### src/rtl/sptx_pkg.sv
// sptx_pkg: types, codes and helper functions shared by the stick packet encoder.
// Used by sptx_front, sptx_queue, sptx_back and the top level; no dependencies.
package sptx_pkg;

	// register indexes on the configuration port
	localparam logic [2:0] REG_YAW_CENTER   = 3'd0;
	localparam logic [2:0] REG_ROLL_CENTER  = 3'd1;
	localparam logic [2:0] REG_PITCH_CENTER = 3'd2;

	// key codes from the resistor ladder
	localparam logic [2:0] KEY_NONE       = 3'd0;
	localparam logic [2:0] KEY_YAW_UP     = 3'd1;
	localparam logic [2:0] KEY_YAW_DOWN   = 3'd2;
	localparam logic [2:0] KEY_PITCH_UP   = 3'd3;
	localparam logic [2:0] KEY_PITCH_DOWN = 3'd4;
	localparam logic [2:0] KEY_ROLL_DOWN  = 3'd5;
	localparam logic [2:0] KEY_ROLL_UP    = 3'd6;

	// arm mode codes
	localparam logic [2:0] MODE_IDLE   = 3'd0;
	localparam logic [2:0] MODE_LOCK   = 3'd1;
	localparam logic [2:0] MODE_UNLOCK = 3'd5;

	// byte positions inside a packet
	localparam int BYTE_SEQ        = 0;
	localparam int BYTE_MODE       = 1;
	localparam int BYTE_THR_HI     = 2;
	localparam int BYTE_THR_LO     = 3;
	localparam int BYTE_YAW        = 4;
	localparam int BYTE_ROLL       = 5;
	localparam int BYTE_PITCH      = 6;
	localparam int BYTE_ROLL_TRIM  = 7;
	localparam int BYTE_PITCH_TRIM = 8;
	localparam int BYTE_YAW_TRIM   = 9;
	localparam int BYTE_SUM        = 10;

	localparam logic [9:0] THR_MAX     = 10'd1000;
	localparam logic [9:0] THR_ARM_MAX = 10'd5;
	localparam logic [7:0] AXIS_MID    = 8'd128;
	localparam logic [7:0] TRIM_RESET  = 8'd128;
	localparam logic [7:0] CENTER_RESET = 8'd128;

	// one classified item, ready to be serialized
	typedef struct packed {
		logic [7:0] seq;
		logic [2:0] mode;
		logic [1:0] thr_hi;
		logic [7:0] thr_lo;
		logic [7:0] yaw;
		logic [7:0] roll;
		logic [7:0] pitch;
		logic [7:0] roll_trim;
		logic [7:0] pitch_trim;
		logic [7:0] yaw_trim;
	} pkt_rec_t;

	// deadband of +-5 around the center, half slope outside
	function automatic logic [7:0] map_axis(input logic [7:0] s, input logic [7:0] c);
		logic [8:0] s9;
		logic [8:0] c9;
		logic [8:0] d;
		logic [7:0] v;
		s9 = {1'b0, s};
		c9 = {1'b0, c};
		d  = '0;
		if (s9 > c9 + 9'd5) begin
			d = s9 - c9 - 9'd5;
			v = 8'(9'(AXIS_MID) + (d >> 1));
		end else if (s9 + 9'd5 < c9) begin
			d = c9 - s9 - 9'd5;
			v = 8'(9'(AXIS_MID) - (d >> 1));
		end else begin
			v = AXIS_MID;
		end
		return v;
	endfunction

	// ladder windows; between windows the previous code holds
	function automatic logic [2:0] ladder_code(input logic [7:0] a, input logic [2:0] prev);
		logic [2:0] k;
		if (a <= 8'd2)                      k = KEY_NONE;
		else if (a > 8'd35  && a < 8'd43)   k = KEY_YAW_UP;
		else if (a > 8'd70  && a < 8'd80)   k = KEY_YAW_DOWN;
		else if (a > 8'd108 && a < 8'd117)  k = KEY_PITCH_UP;
		else if (a > 8'd146 && a < 8'd156)  k = KEY_PITCH_DOWN;
		else if (a > 8'd192 && a < 8'd202)  k = KEY_ROLL_DOWN;
		else if (a > 8'd250)                k = KEY_ROLL_UP;
		else                                k = prev;
		return k;
	endfunction

endpackage

### src/rtl/sptx_front.sv
// sptx_front: accepts sample sets, scales the sticks, decodes keys and buttons
// and keeps the trim, mode and sequence state. Depends on sptx_pkg.
module sptx_front
	import sptx_pkg::*;
(
	input  logic       clk,
	input  logic       arst_n,
	input  logic       cfg_wen,
	input  logic [2:0] cfg_index,
	input  logic [7:0] cfg_data,
	input  logic       accept,
	input  logic [9:0] throttle_sample,
	input  logic [9:0] yaw_sample,
	input  logic [9:0] roll_sample,
	input  logic [9:0] pitch_sample,
	input  logic [9:0] ladder_sample,
	input  logic       lock_pressed,
	input  logic       unlock_pressed,
	output pkt_rec_t   rec
);

	logic [7:0] yaw_center_q, roll_center_q, pitch_center_q;
	logic [7:0] seq_q;
	logic [2:0] mode_q;
	logic [2:0] key_q;
	logic [7:0] yaw_trim_q, roll_trim_q, pitch_trim_q;

	logic [9:0] thr;
	logic [1:0] thr_hi;
	logic [9:0] thr_lo;
	logic [2:0] key_d;
	logic [2:0] mode_d;
	logic [7:0] yaw_trim_d, roll_trim_d, pitch_trim_d;
	logic       key_step;

	// the center registers reset to 128 and load on cfg writes; other indexes are
	// ignored, and the trims simply reset to 128
	always_ff @(posedge clk or negedge arst_n) begin
		if (!arst_n) begin
			yaw_center_q   <= CENTER_RESET;
			roll_center_q  <= CENTER_RESET;
			pitch_center_q <= CENTER_RESET;
		end else if (cfg_wen) begin
			case (cfg_index)
				REG_YAW_CENTER:   yaw_center_q   <= cfg_data;
				REG_ROLL_CENTER:  roll_center_q  <= cfg_data;
				REG_PITCH_CENTER: pitch_center_q <= cfg_data;
				default: ;
			endcase
		end
	end

	always_comb begin
		thr = (throttle_sample > THR_MAX) ? THR_MAX : throttle_sample;
		if (thr >= 10'd765)      thr_hi = 2'd3;
		else if (thr >= 10'd510) thr_hi = 2'd2;
		else if (thr >= 10'd255) thr_hi = 2'd1;
		else                     thr_hi = 2'd0;
		thr_lo = thr - 10'(thr_hi) * 10'd255;

		key_d    = ladder_code(ladder_sample[9:2], key_q);
		key_step = (key_d != KEY_NONE) && (key_d != key_q);
		yaw_trim_d   = yaw_trim_q;
		roll_trim_d  = roll_trim_q;
		pitch_trim_d = pitch_trim_q;
		if (key_step) begin
			case (key_d)
				KEY_YAW_UP:     yaw_trim_d   = yaw_trim_q + 8'd1;
				KEY_YAW_DOWN:   yaw_trim_d   = yaw_trim_q - 8'd1;
				KEY_PITCH_UP:   pitch_trim_d = pitch_trim_q + 8'd1;
				KEY_PITCH_DOWN: pitch_trim_d = pitch_trim_q - 8'd1;
				KEY_ROLL_DOWN:  roll_trim_d  = roll_trim_q - 8'd1;
				KEY_ROLL_UP:    roll_trim_d  = roll_trim_q + 8'd1;
				default: ;
			endcase
		end

		// unlock wins over lock when both are held at low throttle
		mode_d = mode_q;
		if (lock_pressed) mode_d = MODE_LOCK;
		if (unlock_pressed && thr < THR_ARM_MAX) mode_d = MODE_UNLOCK;

		rec.seq        = seq_q;
		rec.mode       = mode_d;
		rec.thr_hi     = thr_hi;
		rec.thr_lo     = thr_lo[7:0];
		rec.yaw        = map_axis(yaw_sample[9:2], yaw_center_q);
		rec.roll       = map_axis(roll_sample[9:2], roll_center_q);
		rec.pitch      = map_axis(pitch_sample[9:2], pitch_center_q);
		rec.roll_trim  = roll_trim_d;
		rec.pitch_trim = pitch_trim_d;
		rec.yaw_trim   = yaw_trim_d;
	end

	always_ff @(posedge clk or negedge arst_n) begin
		if (!arst_n) begin
			seq_q        <= '0;
			mode_q       <= MODE_IDLE;
			key_q        <= KEY_NONE;
			yaw_trim_q   <= TRIM_RESET;
			roll_trim_q  <= TRIM_RESET;
			pitch_trim_q <= TRIM_RESET;
		end else if (accept) begin
			seq_q        <= seq_q + 8'd1;
			mode_q       <= mode_d;
			key_q        <= key_d;
			yaw_trim_q   <= yaw_trim_d;
			roll_trim_q  <= roll_trim_d;
			pitch_trim_q <= pitch_trim_d;
		end
	end

endmodule

### src/rtl/sptx_queue.sv
// sptx_queue: two-entry queue of classified items between front and back.
// Depends on sptx_pkg.
module sptx_queue
	import sptx_pkg::*;
(
	input  logic     clk,
	input  logic     arst_n,
	input  logic     wr_en,
	input  pkt_rec_t wr_data,
	output logic     full,
	input  logic     rd_en,
	output logic     rd_valid,
	output pkt_rec_t rd_data
);

	pkt_rec_t   mem_q [2];
	logic       wr_ptr_q, rd_ptr_q;
	logic [1:0] cnt_q;

	assign full     = (cnt_q == 2'd2);
	assign rd_valid = (cnt_q != 2'd0);
	assign rd_data  = mem_q[rd_ptr_q];

	always_ff @(posedge clk) begin
		if (wr_en) mem_q[wr_ptr_q] <= wr_data;
	end

	always_ff @(posedge clk or negedge arst_n) begin
		if (!arst_n) begin
			wr_ptr_q <= 1'b0;
			rd_ptr_q <= 1'b0;
			cnt_q    <= '0;
		end else begin
			if (wr_en) wr_ptr_q <= ~wr_ptr_q;
			if (rd_en) rd_ptr_q <= ~rd_ptr_q;
			case ({wr_en, rd_en})
				2'b10:   cnt_q <= cnt_q + 2'd1;
				2'b01:   cnt_q <= cnt_q - 2'd1;
				default: ;
			endcase
		end
	end

endmodule

### src/rtl/sptx_back.sv
// sptx_back: takes items from the queue, adds the checksum and sends the
// packet out one byte per pop. Depends on sptx_pkg.
module sptx_back
	import sptx_pkg::*;
#(
	parameter int PACKET_BYTES = 15
) (
	input  logic       clk,
	input  logic       arst_n,
	input  logic       q_valid,
	input  pkt_rec_t   q_data,
	output logic       q_pop,
	output logic       empty,
	input  logic       pop,
	output logic [7:0] packet_byte,
	output logic       packet_end
);

	localparam int IDXW = $clog2(PACKET_BYTES);

	pkt_rec_t        cur_q;
	logic [7:0]      sum_q;
	logic [IDXW-1:0] idx_q;
	logic            busy_q;
	logic [7:0]      sum_d;
	logic            last;

	assign last       = (idx_q == IDXW'(PACKET_BYTES - 1));
	assign empty      = !busy_q;
	assign packet_end = last;
	assign q_pop      = q_valid && (!busy_q || (pop && last));

	always_comb begin
		sum_d = ((q_data.seq + {5'd0, q_data.mode}) + ({6'd0, q_data.thr_hi} + q_data.thr_lo))
		      + ((q_data.yaw + q_data.roll) + (q_data.pitch + q_data.roll_trim))
		      + (q_data.pitch_trim + q_data.yaw_trim);
	end

	always_comb begin
		case (idx_q)
			IDXW'(BYTE_SEQ):        packet_byte = cur_q.seq;
			IDXW'(BYTE_MODE):       packet_byte = {5'd0, cur_q.mode};
			IDXW'(BYTE_THR_HI):     packet_byte = {6'd0, cur_q.thr_hi};
			IDXW'(BYTE_THR_LO):     packet_byte = cur_q.thr_lo;
			IDXW'(BYTE_YAW):        packet_byte = cur_q.yaw;
			IDXW'(BYTE_ROLL):       packet_byte = cur_q.roll;
			IDXW'(BYTE_PITCH):      packet_byte = cur_q.pitch;
			IDXW'(BYTE_ROLL_TRIM):  packet_byte = cur_q.roll_trim;
			IDXW'(BYTE_PITCH_TRIM): packet_byte = cur_q.pitch_trim;
			IDXW'(BYTE_YAW_TRIM):   packet_byte = cur_q.yaw_trim;
			IDXW'(BYTE_SUM):        packet_byte = sum_q;
			default:                packet_byte = 8'd0;
		endcase
	end

	always_ff @(posedge clk) begin
		if (q_pop) begin
			cur_q <= q_data;
			sum_q <= sum_d;
		end
	end

	always_ff @(posedge clk or negedge arst_n) begin
		if (!arst_n) begin
			busy_q <= 1'b0;
			idx_q  <= '0;
		end else if (q_pop) begin
			busy_q <= 1'b1;
			idx_q  <= '0;
		end else if (pop && busy_q) begin
			if (last) busy_q <= 1'b0;
			else      idx_q  <= idx_q + IDXW'(1);
		end
	end

endmodule

### src/rtl/stick_to_radio_packet_encoder_unit.sv
// stick_to_radio_packet_encoder_unit: top level of the stick packet encoder.
// Depends on sptx_pkg, sptx_front, sptx_queue and sptx_back.
//
// Each sample set pushed in becomes one radio packet of PACKET_BYTES bytes,
// popped one byte per cycle while pop is held, with packet_end on the last
// byte. The front decodes a sample set in the cycle it is pushed and holds
// the trim, mode and sequence state; a two-entry queue separates it from the
// byte serializer, so up to two packets may wait behind the one being sent.
// Sample sets are accepted while a packet is sent, until the queue is full;
// a new packet's first byte follows the previous last byte with no gap when
// the next item is already queued. The user is to write the center registers
// (index 0..2) through the cfg port while idle; the block does not enforce
// it. Indexes 3..5 are ignored, and the trims reset to 128.
module stick_to_radio_packet_encoder_unit
	import sptx_pkg::*;
#(
	parameter int PACKET_BYTES = 15
) (
	input  logic       clk,
	input  logic       arst_n,
	input  logic       cfg_wen,
	input  logic [2:0] cfg_index,
	input  logic [7:0] cfg_data,
	input  logic       push,
	output logic       full,
	input  logic [9:0] throttle_sample,
	input  logic [9:0] yaw_sample,
	input  logic [9:0] roll_sample,
	input  logic [9:0] pitch_sample,
	input  logic [9:0] ladder_sample,
	input  logic       lock_pressed,
	input  logic       unlock_pressed,
	output logic       empty,
	input  logic       pop,
	output logic [7:0] packet_byte,
	output logic       packet_end
);

	logic     accept;
	pkt_rec_t front_rec;
	logic     q_valid;
	logic     q_pop;
	pkt_rec_t q_data;

	assign accept = push && !full;

	sptx_front u_front (
		.clk             (clk),
		.arst_n          (arst_n),
		.cfg_wen         (cfg_wen),
		.cfg_index       (cfg_index),
		.cfg_data        (cfg_data),
		.accept          (accept),
		.throttle_sample (throttle_sample),
		.yaw_sample      (yaw_sample),
		.roll_sample     (roll_sample),
		.pitch_sample    (pitch_sample),
		.ladder_sample   (ladder_sample),
		.lock_pressed    (lock_pressed),
		.unlock_pressed  (unlock_pressed),
		.rec             (front_rec)
	);

	sptx_queue u_queue (
		.clk      (clk),
		.arst_n   (arst_n),
		.wr_en    (accept),
		.wr_data  (front_rec),
		.full     (full),
		.rd_en    (q_pop),
		.rd_valid (q_valid),
		.rd_data  (q_data)
	);

	sptx_back #(
		.PACKET_BYTES (PACKET_BYTES)
	) u_back (
		.clk         (clk),
		.arst_n      (arst_n),
		.q_valid     (q_valid),
		.q_data      (q_data),
		.q_pop       (q_pop),
		.empty       (empty),
		.pop         (pop),
		.packet_byte (packet_byte),
		.packet_end  (packet_end)
	);

endmodule

### config.mk
export PLATFORM = sky130hd
export DESIGN_NAME = stick_to_radio_packet_encoder_unit
export DESIGN_NICKNAME = d
export VERILOG_FILES = /design/src/rtl/sptx_pkg.sv /design/src/rtl/sptx_front.sv /design/src/rtl/sptx_queue.sv /design/src/rtl/sptx_back.sv /design/src/rtl/stick_to_radio_packet_encoder_unit.sv
export SDC_FILE = /design/constraint.sdc
export NUM_CORES = 1
export LEC_CHECK = 0
export ABC_AREA = 1
export ABC_CLOCK_PERIOD_IN_PS = 13000
export BUFFER_PORTS_ARGS = -buffer_cell sky130_fd_sc_hd__buf_4
export CELL_PAD_IN_SITES_DETAIL_PLACEMENT = 1
export CELL_PAD_IN_SITES_GLOBAL_PLACEMENT = 2
export CORE_UTILIZATION = 43
export DETAILED_ROUTE_END_ITERATION = 8
export PLACE_DENSITY = 0.9
export SYNTH_ARGS = -nofsm -noshare
export SYNTH_HDL_FRONTEND = slang
export SYNTH_HIERARCHICAL = 1
export SYNTH_SLANG_ARGS = --single-unit
### constraint.sdc
create_clock -name clk -period 13 [get_ports clk]
set_clock_uncertainty 0.1 [all_clocks]
set_input_delay 3.25 -clock clk [delete_from_list [all_inputs] [get_ports clk]]
set_output_delay 3.25 -clock clk [all_outputs]
set_load 0.01 [all_outputs]
==> reports/results.txt <==
clk buf depth: 3
effective utilization at floorplan: 43.53%
setup ws final: 5.565 ns
Mapped Cells: 2217
CTS Root Buffer Type: clkbuf_16
R2R Path End: u_back/sum_q[7]
antenna viol nets, final: 0
max-slew violations: 0
via/cell ratio: 5.004
number of port buffers: 70
GRT Overall Usage: 21.45%
commonest non-fill, non-tap cell in the layout: inv_1
most frequent cells in the layout: inv_1 (497), nand2_1 (405), edfxtp_1 (215)
layout cell share with drive strength beyond 1: 8.555%
worst setup path startpoint: throttle_sample[0]
Placer Congestion: 0.8519
vias: 14640
fin crit share: 57.19%
CTS sink count: 286
Synth Cell Area: 19710 um^2
Core ar.: 45280 um^2
final net count: 2615
Antenna Cells: 0
CTS clk-pin slew, worst paths: 0.05 ns
YS warnings: 6
vias in the first global route: 15940
Clock Latency Late Sink: 0.55 ns
first-pass GRT wire length: 80180 um
synth top area cells: edfxtp_1 (33%), ha_1 (12%), inv_1 (9.5%), dfrtp_1 (8.3%), nand2_1 (7.7%)
RSZ-0062 raised after global routing: false
DRT iter0 DRCs: 686
Min Clock Period, post-route: 7.435 ns
max cap viols: 0
Reg with most FFs: u_queue/mem_q
Largest regs: u_queue/mem_q (138), u_back/cur_q (69)
DIE AREA: 46710 um^2
footprint of the multi-input gates: 9387 um^2
syn nets: 2533
Final Util: 48.69%
synthesis-to-finish area growth: 11.84%
slew margin rel.: 27.64%
pre-CTS WS: 5.044 ns
Ports: 79
reg2reg path depth: 21
critical path fanouts, max: 7
initial antenna violation count: 0
CTS tree: done
Reg-to-Reg Start: u_queue/rd_ptr_q
total grt overflow: 0
Req. time, crit path: 13.17 ns
die height: 216.1 um
Chip Width: 216.1 um
router iterations before antenna repair: 5
sequential cell area fraction in the yosys report: 41.80%
Crit Path Category: primary input to flop
largest net degree at the start of global routing: 92
Fill cells: 5308
FF+latch area: 8244 um^2
Synth cell types: 50
Reg2Reg Setup Slack: 7.07 ns
HP Start: u_front/mode_q[0]
post_cts resized: 0
final instance area: 22050 um^2
hpwl dp: 37600 um
final wirelength: 48730 um
worst hold path type: flop to flop
post-CTS setup buffer count: 0
WHS Path Cells: 2
Placement Rows: 78
startpoint types: primary input
WP data arrival: 7.60 ns
critical path capture point type: flop
final hold vios: 0
worst-margin pin slew: 1.085 ns
detailed-route DRC error count: 0
Yosys top cell by area: edfxtp_1
synthesized area per cell: 8.892 um^2
Hold-fix buffers, CTS: 0
per-cell routed wire length: 16.65 um
H-tree depth: 2
dpl cell area: 20860 um^2
fmax: 0.1345 GHz
number of buffers created by CTS: 36
post-synthesis register bit count: 286
# setup viols final: 0
area share of the largest cell type after synthesis: 32.75%
max FFs per register: 138
status: finished clean
Setup TNS: 0 ns
hold endpoint: u_front/mode_q[0]
[through the flow]
step / hold slack (ns) / std cells
floorplan: 0.3216 / 2217
global placement: 0.3337 / 2861
detailed placement: 0.3615 / 2861
CTS: 0.3805 / 2926
global route: 0.4085 / 2926
finish: 0.3739 / 2926
[per-layer routing]
layer / vias up / routed length [um] / track usage [%]
met5: - / 0 / 0
met4: 0 / 1286 / 7.042
met3: 77 / 1125 / 2.232
met2: 184 / 24530 / 38.34
met1: 7099 / 21790 / 27.02
li1: 7282 / - / -
[critical path, stage by stage]
cell	delay (ns)
buf_4	0.12
or2_2	0.32
o21ai_0	0.17
nand2_1	0.07
nand2_1	0.13
inv_1	0.08
nor2_1	0.23
nand4_1	0.18
nor2_1	0.17
a21oi_1	0.20
inv_1	0.30
or2_2	0.17
nand2_1	0.21
inv_1	0.22
fa_1	0.45
ha_1	0.37
nand2_1	0.07
o21ai_0	0.27
nand3_1	0.12
nand2_1	0.11
nand2_1	0.06
a21oi_1	0.13
nor2_1	0.07
xor2_1	0.16
[cell usage after synthesis, drive strengths merged]
master  number
or2          8
clkinv       1
clkbuf      10
ha         189
o41ai        1
dfrtp       65
nor3        19
o311ai       1
xor2        77
and3         1
a31oi        7
nand4       37
o22ai       26
nand3b       4
nor4         1
nand3       81
dfstp        6
edfxtp     215
o31ai        7
xnor2       28
a21o         1
o21ai      191
inv        507
fa          59
a221oi       1
o21bai       3
nand2      418
o21a         5
o211ai       2
a21oi       82
nor2       127
and2        11
a211oi       3
a31o         1
buf         22
[how the worst max path moves through the flow]
| stage | endpoint | depth (start not counted) |
|---|---|---|
| global placement | u_queue/mem_q[0][55] | 24 |
| finish | u_queue/mem_q[1][55] | 24 |
| CTS | u_queue/mem_q[1][55] | 24 |
| global route | u_queue/mem_q[0][55] | 24 |
| detailed placement | u_queue/mem_q[0][55] | 24 |
| floorplan | u_queue/cnt_q[1] | 7 |
[final cells by class]
class                   instances  share of cell area (%)
clock buffers                  48                   4.614
clock inverters                17                  0.7775
inverters                     508                   8.649
multi-input cells            1391                   42.57
flip-flops and latches        286                   37.39
well taps                     600                   3.405
repair buffers                 76                   2.588
[logic make-up (layout without fill, tap and decap cells)]
| kind of cell | Yosys count | in the layout | share of synthesized area, % |
|---|---|---|---|
| xor+xnor | 105 | 105 | 4.703 |
| compound gates | 331 | 331 | 9.203 |
| buf+inv | 540 | 649 | 10.69 |
| simple gates | 707 | 707 | 15.62 |
| flops | 286 | 286 | 41.80 |
| fa+ha+maj | 248 | 248 | 17.99 |
Power is left out: the tool's default activity adds up to more than one toggle a clock period on the data nets, which glitch-free logic cannot reach.
